===== src/rtl/ple_pkg.sv =====
// ----------------------------------------------------------------------------
// ple_pkg: shared types and constants of the positional list engine
// Operation and status codes, field widths and the command that the
// controller broadcasts to the row of list cells.
// ----------------------------------------------------------------------------
package ple_pkg;

    // Fixed field widths of the item channels.
    localparam int OP_W    = 3;
    localparam int VALUE_W = 32;
    localparam int POS_W   = 7;
    localparam int STAT_W  = 2;
    localparam int CNT_W   = 7;

    // Operation codes carried in an input item.
    typedef enum logic [OP_W-1:0] {
        OP_INS_FRONT = 3'd0,
        OP_INS_BACK  = 3'd1,
        OP_INS_AT    = 3'd2,
        OP_DEL_FRONT = 3'd3,
        OP_DEL_BACK  = 3'd4,
        OP_DEL_AT    = 3'd5,
        OP_DUMP      = 3'd6
    } op_t;

    // Status codes returned in a result item.
    typedef enum logic [STAT_W-1:0] {
        ST_OK     = 2'd0,
        ST_EMPTY  = 2'd1,
        ST_BADPOS = 2'd2,
        ST_FULL   = 2'd3
    } status_t;

    // What the cells do in one cycle.
    typedef enum logic [1:0] {
        ACT_NONE   = 2'd0,
        ACT_INSERT = 2'd1,
        ACT_DELETE = 2'd2,
        ACT_ROTATE = 2'd3
    } act_t;

    // Command broadcast to every cell: action, 0-based slot and list length.
    typedef struct packed {
        act_t             act;
        logic [CNT_W-1:0] slot;
        logic [CNT_W-1:0] len;
    } cell_cmd_t;

endpackage


===== src/rtl/positional_list_engine_unit.sv =====
// ----------------------------------------------------------------------------
// positional_list_engine_unit: bounded ordered list of signed 32-bit values
// Top level joining the operation controller to a row of shift cells.
// ----------------------------------------------------------------------------
// Usage:
// The slave channel takes one operation per item: insert at front, back or
// a 1-based position, delete at front, back or a position, or dump. The
// master channel returns the results with status and count after the
// operation; tlast marks the final result of each operation.
// Every operation except dump gives one result, registered in the cycle after
// the item is accepted; a new item is taken every cycle while results drain,
// since inserts and deletes shift all cells in parallel.
// Dump gives one result per element, front to back (one empty result when
// the list is empty); the row rotates by one cell for each result, so the
// head cell is read and the list is back in order at the end. No item
// is accepted during a dump.
// A stalled receiver holds the result register, and tready on the slave
// side drops until that register can take a new result.
// Reset clears the length and the pending result; cell contents are left
// as they are and are never read before being written.
// ----------------------------------------------------------------------------
module positional_list_engine_unit
    import ple_pkg::*;
#(
    parameter int CAPACITY = 16
) (
    input  logic        aclk,
    input  logic        aresetn,
    input  logic        s_tvalid,
    output logic        s_tready,
    input  logic [47:0] s_tdata,   // op[2:0], value[34:3], position[41:35], zero fill
    output logic        m_tvalid,
    input  logic        m_tready,
    output logic [47:0] m_tdata,   // status[1:0], count[8:2], element[40:9], zero fill
    output logic        m_tlast
);

    logic signed [VALUE_W-1:0] cell_value [CAPACITY];
    cell_cmd_t                 cmd;
    logic [STAT_W-1:0]         out_status;
    logic [CNT_W-1:0]          out_count;
    logic signed [VALUE_W-1:0] out_element;
    logic [OP_W-1:0]           in_op;
    logic signed [VALUE_W-1:0] in_value;
    logic [POS_W-1:0]          in_position;

    // Unpack the input item.
    assign in_op       = s_tdata[OP_W-1:0];
    assign in_value    = s_tdata[OP_W+VALUE_W-1:OP_W];
    assign in_position = s_tdata[OP_W+VALUE_W+POS_W-1:OP_W+VALUE_W];

    // Operation controller and result register.
    ple_ctrl #(
        .CAPACITY(CAPACITY)
    ) u_ctrl (
        .aclk        (aclk),
        .aresetn     (aresetn),
        .s_tvalid    (s_tvalid),
        .s_tready    (s_tready),
        .in_op       (in_op),
        .in_position (in_position),
        .head_value  (cell_value[0]),
        .cmd         (cmd),
        .m_tvalid    (m_tvalid),
        .m_tready    (m_tready),
        .out_status  (out_status),
        .out_count   (out_count),
        .out_element (out_element),
        .out_last    (m_tlast)
    );

    // Row of cells, each wired to its neighbours and to the head.
    for (genvar i = 0; i < CAPACITY; i++) begin : g_cell
        logic signed [VALUE_W-1:0] left_v;
        logic signed [VALUE_W-1:0] right_v;

        if (i == 0) begin : g_first
            assign left_v = in_value;
        end else begin : g_inner_l
            assign left_v = cell_value[i-1];
        end

        if (i == CAPACITY - 1) begin : g_tail
            assign right_v = cell_value[i];
        end else begin : g_inner_r
            assign right_v = cell_value[i+1];
        end

        ple_cell #(
            .INDEX(i)
        ) u_cell (
            .aclk        (aclk),
            .cmd         (cmd),
            .in_value    (in_value),
            .left_value  (left_v),
            .right_value (right_v),
            .head_value  (cell_value[0]),
            .value_out   (cell_value[i])
        );
    end

    // Pack the result item.
    assign m_tdata = {7'd0, out_element, out_count, out_status};

endmodule


===== src/rtl/ple_cell.sv =====
// ----------------------------------------------------------------------------
// ple_cell: one storage cell of the list row
// Holds one element and, from the broadcast command and its own position,
// keeps it, loads the new value, or takes a neighbour's or the head's element.
// ----------------------------------------------------------------------------
module ple_cell
    import ple_pkg::*;
#(
    parameter int INDEX = 0
) (
    input  logic                      aclk,
    input  cell_cmd_t                 cmd,
    input  logic signed [VALUE_W-1:0] in_value,
    input  logic signed [VALUE_W-1:0] left_value,
    input  logic signed [VALUE_W-1:0] right_value,
    input  logic signed [VALUE_W-1:0] head_value,
    output logic signed [VALUE_W-1:0] value_out
);

    localparam logic [CNT_W-1:0] IDX = CNT_W'(INDEX);

    logic signed [VALUE_W-1:0] value_reg;
    logic signed [VALUE_W-1:0] value_next;

    // Choose the source of this cell's element for the next cycle.
    always_comb begin
        value_next = value_reg;
        unique case (cmd.act)
            ACT_INSERT: begin
                if (IDX > cmd.slot) begin
                    value_next = left_value;
                end else if (IDX == cmd.slot) begin
                    value_next = in_value;
                end
            end
            ACT_DELETE: begin
                if (IDX >= cmd.slot) begin
                    value_next = right_value;
                end
            end
            ACT_ROTATE: begin
                // Rotation stays within the occupied cells, the tail taking the head.
                if ((IDX + 1'b1) < cmd.len) begin
                    value_next = right_value;
                end else if ((IDX + 1'b1) == cmd.len) begin
                    value_next = head_value;
                end
            end
            default: begin
                value_next = value_reg;
            end
        endcase
    end

    // Element storage; payload only, so no reset.
    always_ff @(posedge aclk) begin
        value_reg <= value_next;
    end

    assign value_out = value_reg;

endmodule


===== src/rtl/ple_ctrl.sv =====
// ----------------------------------------------------------------------------
// ple_ctrl: operation decoder and result sequencer
// Checks each operation against the length, drives the cell command,
// keeps the length and steps through the list during a dump.
// ----------------------------------------------------------------------------
module ple_ctrl
    import ple_pkg::*;
#(
    parameter int CAPACITY = 16
) (
    input  logic                      aclk,
    input  logic                      aresetn,
    input  logic                      s_tvalid,
    output logic                      s_tready,
    input  logic [OP_W-1:0]           in_op,
    input  logic [POS_W-1:0]          in_position,
    input  logic signed [VALUE_W-1:0] head_value,
    output cell_cmd_t                 cmd,
    output logic                      m_tvalid,
    input  logic                      m_tready,
    output logic [STAT_W-1:0]         out_status,
    output logic [CNT_W-1:0]          out_count,
    output logic signed [VALUE_W-1:0] out_element,
    output logic                      out_last
);

    localparam int LEN_W = $clog2(CAPACITY + 1);
    localparam logic [LEN_W-1:0] CAP_LEN = LEN_W'(CAPACITY);

    typedef enum logic {
        S_IDLE,
        S_DUMP
    } state_t;

    state_t                    state_reg, state_next;
    logic [LEN_W-1:0]          length_reg, length_next;
    logic [LEN_W-1:0]          dump_cnt_reg, dump_cnt_next;
    logic                      m_tvalid_reg, m_tvalid_next;
    logic [STAT_W-1:0]         status_reg, status_next;
    logic [CNT_W-1:0]          count_reg, count_next;
    logic signed [VALUE_W-1:0] element_reg, element_next;
    logic                      last_reg, last_next;

    logic             slot_free;
    logic             accept;
    logic             emit;
    logic [CNT_W-1:0] len_ext;
    logic [CNT_W:0]   pos_w;
    logic [CNT_W:0]   len_w;

    assign slot_free = !m_tvalid_reg || m_tready;
    assign s_tready  = (state_reg == S_IDLE) && slot_free;
    assign accept    = s_tvalid && s_tready;
    assign len_ext   = CNT_W'(length_reg);
    assign pos_w     = {1'b0, CNT_W'(in_position)};
    assign len_w     = {1'b0, len_ext};

    // Decode the accepted item, or take the next dump step.
    always_comb begin
        state_next    = state_reg;
        length_next   = length_reg;
        dump_cnt_next = dump_cnt_reg;
        cmd           = '{act: ACT_NONE, slot: '0, len: len_ext};
        emit          = 1'b0;
        status_next   = ST_OK;
        element_next  = '0;
        last_next     = 1'b1;

        unique case (state_reg)
            S_IDLE: begin
                if (accept) begin
                    emit = 1'b1;
                    unique case (in_op)
                        OP_INS_FRONT, OP_INS_BACK, OP_INS_AT: begin
                            if (in_op == OP_INS_AT &&
                                (pos_w == '0 || pos_w > (len_w + 1'b1))) begin
                                status_next = ST_BADPOS;
                            end else if (length_reg >= CAP_LEN) begin
                                status_next = ST_FULL;
                            end else begin
                                cmd.act = ACT_INSERT;
                                if (in_op == OP_INS_FRONT) begin
                                    cmd.slot = '0;
                                end else if (in_op == OP_INS_BACK) begin
                                    cmd.slot = len_ext;
                                end else begin
                                    cmd.slot = CNT_W'(in_position) - 1'b1;
                                end
                                length_next = length_reg + 1'b1;
                            end
                        end
                        OP_DEL_FRONT, OP_DEL_BACK, OP_DEL_AT: begin
                            if (length_reg == '0) begin
                                status_next = ST_EMPTY;
                            end else if (in_op == OP_DEL_AT &&
                                         (pos_w == '0 || pos_w > len_w)) begin
                                status_next = ST_BADPOS;
                            end else begin
                                cmd.act = ACT_DELETE;
                                if (in_op == OP_DEL_FRONT) begin
                                    cmd.slot = '0;
                                end else if (in_op == OP_DEL_BACK) begin
                                    cmd.slot = len_ext - 1'b1;
                                end else begin
                                    cmd.slot = CNT_W'(in_position) - 1'b1;
                                end
                                length_next = length_reg - 1'b1;
                            end
                        end
                        OP_DUMP: begin
                            if (length_reg == '0) begin
                                status_next = ST_EMPTY;
                            end else begin
                                // First element goes out now; the row rotates by one.
                                cmd.act       = ACT_ROTATE;
                                element_next  = head_value;
                                last_next     = (length_reg == LEN_W'(1));
                                dump_cnt_next = LEN_W'(1);
                                if (length_reg != LEN_W'(1)) begin
                                    state_next = S_DUMP;
                                end
                            end
                        end
                        default: begin
                            status_next = ST_OK;
                        end
                    endcase
                end
            end
            S_DUMP: begin
                if (slot_free) begin
                    emit          = 1'b1;
                    cmd.act       = ACT_ROTATE;
                    element_next  = head_value;
                    last_next     = (dump_cnt_reg == (length_reg - 1'b1));
                    dump_cnt_next = dump_cnt_reg + 1'b1;
                    if (dump_cnt_reg == (length_reg - 1'b1)) begin
                        state_next = S_IDLE;
                    end
                end
            end
            default: begin
                state_next = S_IDLE;
            end
        endcase

        count_next = CNT_W'(length_next);

        if (emit) begin
            m_tvalid_next = 1'b1;
        end else if (m_tready) begin
            m_tvalid_next = 1'b0;
        end else begin
            m_tvalid_next = m_tvalid_reg;
        end
    end

    // State, length and the result register.
    always_ff @(posedge aclk) begin
        if (!aresetn) begin
            state_reg    <= S_IDLE;
            length_reg   <= '0;
            dump_cnt_reg <= '0;
            m_tvalid_reg <= 1'b0;
        end else begin
            state_reg    <= state_next;
            length_reg   <= length_next;
            dump_cnt_reg <= dump_cnt_next;
            m_tvalid_reg <= m_tvalid_next;
        end
        if (emit) begin
            status_reg  <= status_next;
            count_reg   <= count_next;
            element_reg <= element_next;
            last_reg    <= last_next;
        end
    end

    assign m_tvalid    = m_tvalid_reg;
    assign out_status  = status_reg;
    assign out_count   = count_reg;
    assign out_element = element_reg;
    assign out_last    = last_reg;

endmodule


===== config.mk =====
export PLATFORM = sky130hd
export DESIGN_NAME = positional_list_engine_unit
export DESIGN_NICKNAME = d
export VERILOG_FILES = /design/src/rtl/ple_pkg.sv /design/src/rtl/positional_list_engine_unit.sv /design/src/rtl/ple_cell.sv /design/src/rtl/ple_ctrl.sv
export SDC_FILE = /design/constraint.sdc
export NUM_CORES = 2
export LEC_CHECK = 0
export ABC_AREA = 0
export BUFFER_PORTS_ARGS = -buffer_cell sky130_fd_sc_hd__buf_4
export CORE_MARGIN = 2
export CORE_UTILIZATION = 55
export CTS_CLUSTER_DIAMETER = 50
export DETAILED_ROUTE_END_ITERATION = 7
export GPL_TIMING_DRIVEN = 0
export PLACE_DENSITY = 0.72
export RECOVER_POWER = 50
export SLEW_MARGIN = 20
export SYNTH_ARGS = -nofsm -noshare
export SYNTH_HDL_FRONTEND = slang
export SYNTH_SLANG_ARGS = --single-unit

===== constraint.sdc =====
create_clock -name aclk -period 8.02 [get_ports aclk]
set_input_delay 1.203 -clock aclk [delete_from_list [all_inputs] [get_ports aclk]]
set_output_delay 1.203 -clock aclk [all_outputs]
set_load 0.005 [all_outputs]

Word-level counts from Yosys, hierarchy flattened
Index checks and enable logic that the tools add are counted.

storage, ports and cells
  input bits = 52
  register bits after elaboration = 564
  logic and storage cells = 360
  output and inout port bits = 51

operators by class
  order comparisons = 50
  reduce and logical (&&, ||, !) cells = 35
  bitwise operators = 2
  add/sub/neg operators = 6
  equal/unequal tests = 94
  multiplexer cells = 149

operators with widths
  operator                                                          count
  2-to-1 mux 32 bit                                                 82
  case mux 32 bit (3 select lines)                                  15
  case mux 32 bit (2 select lines)                                  2
  inequality test 3 x 1 -> 1 bit, second input constant             30
  AND reduction 4 bit                                               17
  == test 4 x 7 -> 1 bit, first input constant                      8
  > comparator 4 x 7 -> 1 bit, first input constant                 8
  2-to-1 mux 5 bit                                                  10
  greater-or-equal comparator 4 x 7 -> 1 bit, first input constant  7
  == test 4 x 5 -> 1 bit, first input constant                      8
  less-than comparator 4 x 5 -> 1 bit, first input constant         8
  2-to-1 mux 9 bit                                                  4
  inequality test 2 x 1 -> 1 bit, second input constant             18
  2-to-1 mux 7 bit                                                  5
  == test 3 x 7 -> 1 bit, first input constant                      4
  greater-or-equal comparator 3 x 7 -> 1 bit, first input constant  4
  > comparator 3 x 7 -> 1 bit, first input constant                 4
  == test 3 x 5 -> 1 bit, first input constant                      4
  less-than comparator 3 x 5 -> 1 bit, first input constant         4
  case mux 5 bit (2 select lines)                                   2
  2-to-1 mux 1 bit                                                  15
  == test 2 x 7 -> 1 bit, first input constant                      2
  greater-or-equal comparator 1 x 7 -> 1 bit, first input constant  2
  greater-or-equal comparator 2 x 7 -> 1 bit, first input constant  2
  other kinds (43)                                                  71

Longest topological paths before layout
  depth after elaboration = 12
  gate-level depth with buffers = 18
  depth with buffers taken out = 13

By module
Synthesis repeated with hierarchy kept, for this count alone.

second synthesis, totals
  cell total of the unflattened synthesis = 3717
  area, all modules = 39013.7 sq um

modules (own cells, without submodules)
  module                         area an instance (sq um)  times used  sequential area each (sq um)  cells an instance
  ple_ctrl                       3211.8                    1           1441.4                        315
  ple_cell at g_cell[13].u_cell  2722.6                    1           960.9                         274
  ple_cell at g_cell[5].u_cell   2631.3                    1           960.9                         276
  ple_cell at g_cell[3].u_cell   2628.8                    1           960.9                         275
  ple_cell at g_cell[8].u_cell   2458.6                    1           960.9                         242
  ple_cell at g_cell[9].u_cell   2393.5                    1           960.9                         235
  ple_cell at g_cell[15].u_cell  2327.2                    1           960.9                         239
  ple_cell at g_cell[7].u_cell   2208.4                    1           960.9                         236
  ple_cell at g_cell[4].u_cell   2179.6                    1           960.9                         236
  ple_cell at g_cell[12].u_cell  2157.1                    1           960.9                         189
  ple_cell at g_cell[11].u_cell  2134.5                    1           960.9                         189
  ple_cell at g_cell[10].u_cell  2100.8                    1           960.9                         152
  ple_cell at g_cell[1].u_cell   2083.2                    1           960.9                         150
  ple_cell at g_cell[0].u_cell   1978.1                    1           960.9                         220
  +4 rows                        -                         -           -                             -

Least setup slack after synthesis
OpenSTA, ideal clock, no wires.

  path type = register to register
  start = reg u_ctrl.length_reg[2]
  end = reg g_cell[0].u_cell.value_reg[0] (enable)
  setup slack = 0.876 ns
  buffers on the path = 4
  setup time = 0.511 ns
  arrival time = 6.634 ns
  data required time = 7.509 ns
  period minus slack after synthesis = 7.144 ns
  cell stages (with the launch flop) = 17
  path through = dfxtp_1 -> inv_1 -> clkbuf_1 -> nor2_1 -> nand2_1 -> xnor2_1 -> ha_1 -> nand3b_1 -> mux2_2 -> a31o_2 -> a21oi_4 -> o22a_1 -> buf_4 -> buf_6 -> a41oi_4 -> buf_4 -> o41ai_1

on the way
  longest elaborated chain between the ends = 11
  elaborated cells between the ends (all ways) = 36
  those cells by class = 2 x add/sub; 6 x order compare; 6 x eq/ne; 14 x mux; 8 x reduce/logical

RTL lines
  item                                                                                       line                            source
  from (decl)                                                                                ple_ctrl.sv:36                  logic [LEN_W-1:0] length_reg, length_next;
  from (signal assigned)                                                                     ple_ctrl.sv:167                 length_reg <= length_next;
  adder 5 x 1 -> 6 bit (tied with other cells)                                               ple_ctrl.sv:76                  (pos_w == '0 || pos_w > (len_w + 1'b1))) begin
  > comparator 7 x 8 -> 1 bit (tied with other cells)                                        ple_ctrl.sv:76
  logical OR 1 bit (tied with other cells)                                                   ple_ctrl.sv:76
  logical AND 1 bit / 2-to-1 mux 9 bit (equally long branches)                               ple_ctrl.sv:75, ple_ctrl.sv:95
  2-to-1 mux 9 bit, on equally long branches                                                 ple_ctrl.sv:75, ple_ctrl.sv:93
  case mux 7 bit (2 select lines) / case mux 2 bit (3 select lines) (equally long branches)  ple_ctrl.sv:73                  unique case (in_op)
  2-to-1 mux 9 bit                                                                           ple_ctrl.sv:71                  if (accept) begin
  2-to-1 mux 7 bit / case mux 2 bit (2 select lines) (equally long branches)                 ple_ctrl.sv:69                  unique case (state_reg)
  > comparator 1 x 7 -> 1 bit (tied with other cells)                                        ple_cell.sv:30                  if (IDX > cmd.slot) begin
  inequality test 3 x 1 -> 1 bit (no source line) (tied with other cells)                    -
  AND reduction 4 bit (no source line) (*)                                                   -
  to (signal assigned)                                                                       ple_cell.sv:57                  value_reg <= value_next;
  to (decl)                                                                                  ple_cell.sv:22                  logic signed [VALUE_W-1:0] value_reg;

Every way passes the cells marked *; elsewhere a longest branch is shown, timed or not.
A chain may end at the register's enable or synchronous reset.

Final worst setup path
  start = reg u_ctrl.length_reg[0]
  end = reg g_cell[13].u_cell.value_reg[8] (enable)

on the way
  longest elaborated chain between the ends = 11
  elaborated cells between the ends (all ways) = 37
  those cells by class = 2 x add/sub; 6 x order compare; 8 x eq/ne; 14 x mux; 7 x reduce/logical

RTL lines
  item                                                                                       line
  adder 5 x 1 -> 6 bit (tied with other cells)                                               ple_ctrl.sv:76
  > comparator 7 x 8 -> 1 bit (tied with other cells)                                        ple_ctrl.sv:76
  logical OR 1 bit (tied with other cells)                                                   ple_ctrl.sv:76
  logical AND 1 bit / 2-to-1 mux 9 bit (equally long branches)                               ple_ctrl.sv:75, ple_ctrl.sv:95
  2-to-1 mux 9 bit, on equally long branches                                                 ple_ctrl.sv:75, ple_ctrl.sv:93
  case mux 7 bit (2 select lines) / case mux 2 bit (3 select lines) (equally long branches)  ple_ctrl.sv:73
  2-to-1 mux 9 bit                                                                           ple_ctrl.sv:71
  2-to-1 mux 7 bit / case mux 2 bit (2 select lines) (equally long branches)                 ple_ctrl.sv:69
  > comparator 4 x 7 -> 1 bit (tied with other cells)                                        ple_cell.sv:30
  inequality test 3 x 1 -> 1 bit (no source line) (tied with other cells)                    -
  AND reduction 4 bit (no source line) (*)                                                   -
  to (signal assigned)                                                                       ple_cell.sv:57
  to (decl)                                                                                  ple_cell.sv:22

Marks and branches as above.

==> reports/results.ini <==
[synthesis]
ys_ff_latch=564
synth-compound-area-share=0.258
synth_area_per_cell_um2=10.4
synthXorXnorAreaFrac=0.00436
synth-adder-area-share=0.00696
synth_top_family_by_area=compound AO/OA/AOI/OAI gates
synth_area_leaders=edfxtp_1 (49%), a211oi_1 (6.5%), a221oi_1 (6.2%), mux2i_1 (4.7%), nor2_1 (4.1%)
synth_flop_cell=edfxtp_1
synth_area_um2=34200
synth_top_cell_area_share=0.485
synthMuxAreaShare=0.0478
synth_area_leader_cell=edfxtp_1
synth_cell_types=87
synthArstFlopShare=0
synthCells=3284
ys_warn_count=0
synth_edf_count=552
ys_seq_area_frac=0.492
synthSimpleGateAreaFrac=0.132

[timing]
hold_viol_final=0
rsz0062_at_grt=no
setup_viol=0
period_needed_ns=7.57
slew_violations=61
worst_pin_slew_ns=2.20
max_freq_mhz=132
finClkSkew_ns=0.0342
period_share=0.943
tns_ns=0
slew_headroom=-0.482

[routing]
postRouteAntennaNets=0
avgRoutedWirePerCell_um=36.9
vias=34239
vias_per_cell=7.84
remaining_drc_errors=0
dr.pass1.iters=8
drt_iter0_drc=6719
wirelength_um=161000

[floorplan]
die_area_um2=64100
fp.dieH_um=253
coreArea_um2=61600
rows=91
pin_count=103
initial_core_util=0.555
die_w_um=253

[final_layout]
syn_to_final_growth_pct=12.7
final_nets=3538
largest_register_ffs=512
final_layout_size_suffix_gt1_frac=0.117
final_cell_count_no_fill=4365

[cts]
cts.sinks=564
cts_setup_buffers=0
cts_resized=0
cts-root-buf=clkbuf_16
clockBufferDepth=3
clk_latency_ns=0.65
ctsHoldBuffers=0
cts_made_buffers=77
cts_tree=yes
clk_pin_slew_worst_paths_ns=0.06
htree_levels=3

[pwr]
leakage_nw=12.8
fin_total_pwr_mw=10.6
power.density_nw_per_um2=276
vdd_drop_max_uv=181

[place]
portBuffers=59
dp_cells=4225
place_congestion=1.07
dp_hpwl_um=124000

[worst_setup_path]
rrSetupSlack_ns=0.45
critPathLaunchType=register
reg2reg_depth=17
cp_max_fo=22
worst_setup_path_end_kind=register
worstSetupPathType=reg -> reg
arrival_ns=7.95
r2r-start=u_ctrl.length_reg[0]
rr_endpoint=g_cell[13].u_cell.value_out[8]
crit_required_ns=8.40

[run]
cap_viol_max_count=4

[status]
violations=max-capacitance violations, max-slew violations
outcome=finished, violations left

[min_path]
holdPathEnd=g_cell[0].u_cell.value_out[6]
holdPathStages=2
min-delay-start=g_cell[1].u_cell.value_out[6]
holdCritPathClass=reg -> reg

[global_route]
gr-total-overflow=0
antenna_found_initial=4
track_usage=0.489
grt_pass1_vias=32452
grt_max_degree=34
grt_pass1_wl_um=225000

[layer usage]
metal / up-vias / GRT usage / wire [µm]
li1: 13468 / - / -
met4: 8 / 0.382 / 16000
met1: 16224 / 0.614 / 55100
met5: - / 0 / 86
met3: 885 / 0.173 / 25600
met2: 3654 / 0.686 / 64000
[logic make-up after synthesis]
family / after synthesis
multiplexers: 163
AND/OR/NAND/NOR: 989
adder cells (fa/ha/maj): 19
XOR/XNOR: 17
buffers and inverters: 441
other: 1
AO/OA/AOI/OAI: 1090
flip-flops: 564
[critical path: stages, from the launching register on]
cell      delay (ns)
dfxtp_1         0.49
clkbuf_1        0.49
inv_1           0.32
nor2_1          0.38
nand3_1         0.22
ha_1            0.37
a211oi_1        0.36
mux2_1          0.24
a31o_1          0.20
a21oi_1         0.22
o22a_1          0.27
buf_4           0.21
o31ai_1         1.73
and2_0          0.26
clkbuf_1        0.35
buf_4           0.30
o22ai_1         0.46
buf_16          0.37
[cells in the mapped netlist (all sizes together) (36+ instances only)]
cell,instances
a211oi,298
a21oi,157
a221oi,288
a31oi,36
buf,158
clkbuf,237
edfxtp,552
mux2i,161
nand2,275
nand2b,36
nor2,372
nor2b,40
nor3,86
nor4,128
o211ai,77
o22ai,40
[cell type report]
type	count	area, µm²
fillers	5151	23100
flip-flops and latches	564	16800
multi-input cells	2287	15300
clock buffers	96	2070
plain buffers	395	1780
well taps	837	1050
repair buffers	96	840
clock inverters	43	474
inverters	46	173
diodes	1	2.50
[worst max-delay path by stage]
stage	startpoint	end	slack [ns]	cells past startpoint
6_report	u_ctrl.length_reg[0]	g_cell[13].u_cell.value_out[8]	0.45	17
3_5_place_dp	u_ctrl.length_reg[2]	g_cell[0].u_cell.value_out[2]	1.50	22
4_1_cts	u_ctrl.length_reg[2]	g_cell[0].u_cell.value_out[2]	1.44	22
3_3_place_gp	u_ctrl.length_reg[2]	g_cell[0].u_cell.value_out[2]	-2.99	16
5_1_grt	u_ctrl.length_reg[0]	g_cell[5].u_cell.value_out[7]	0.55	19
2_1_floorplan	u_ctrl.length_reg[2]	g_cell[0].u_cell.value_out[0]	0.88	16
[through the flow]
| stage | utilization | setup WS [ns] | cell area [µm²] | hold slack, ns |
|---|---|---|---|---|
| final | 0.625 | 0.455 | 38500 | 0.554 |
| after global placement | 0.579 | -2.99 | 35700 | 0.537 |
| after global routing | 0.625 | 0.546 | 38500 | 0.593 |
| after detailed placement | 0.589 | 1.50 | 36300 | 0.541 |
| after CTS | 0.630 | 1.44 | 38800 | 0.552 |
| after floorplan | - | 0.876 | 34200 | 0.498 |
[placed cells by master, fill, tap and decap left out, types with 15 or more instances in the layout]
| master | count |
|---|---|
| a211oi_1 | 298 |
| buf_6 | 18 |
| a221oi_2 | 26 |
| nor4_1 | 128 |
| buf_4 | 63 |
| buf_2 | 86 |
| ha_1 | 19 |
| clkbuf_1 | 283 |
| mux2i_1 | 161 |
| o21ai_0 | 15 |
| a221o_1 | 31 |
| nor3_1 | 80 |
| clkbuf_4 | 41 |
| clkinv_1 | 43 |
| nor2b_1 | 40 |
| o22ai_1 | 37 |
| nor2_1 | 372 |
| edfxtp_1 | 552 |
| a221oi_1 | 262 |
| o211ai_1 | 76 |
| a31oi_1 | 35 |
| o311a_1 | 31 |
| nand2b_1 | 36 |
| a21oi_1 | 152 |
| o2bb2ai_1 | 32 |
| clkbuf_16 | 80 |
| nand2_1 | 275 |
[where the power goes]
group          switching [mW]  total, mW  leakage, nW  internal, mW
logic                    2.02       2.93         6.37         0.917
registers               0.308       4.14         5.23          3.83
clock network            1.47       3.55         1.22          2.08
total                    3.80       10.6         12.8          6.83
Power figures use the tool's default switching activity.
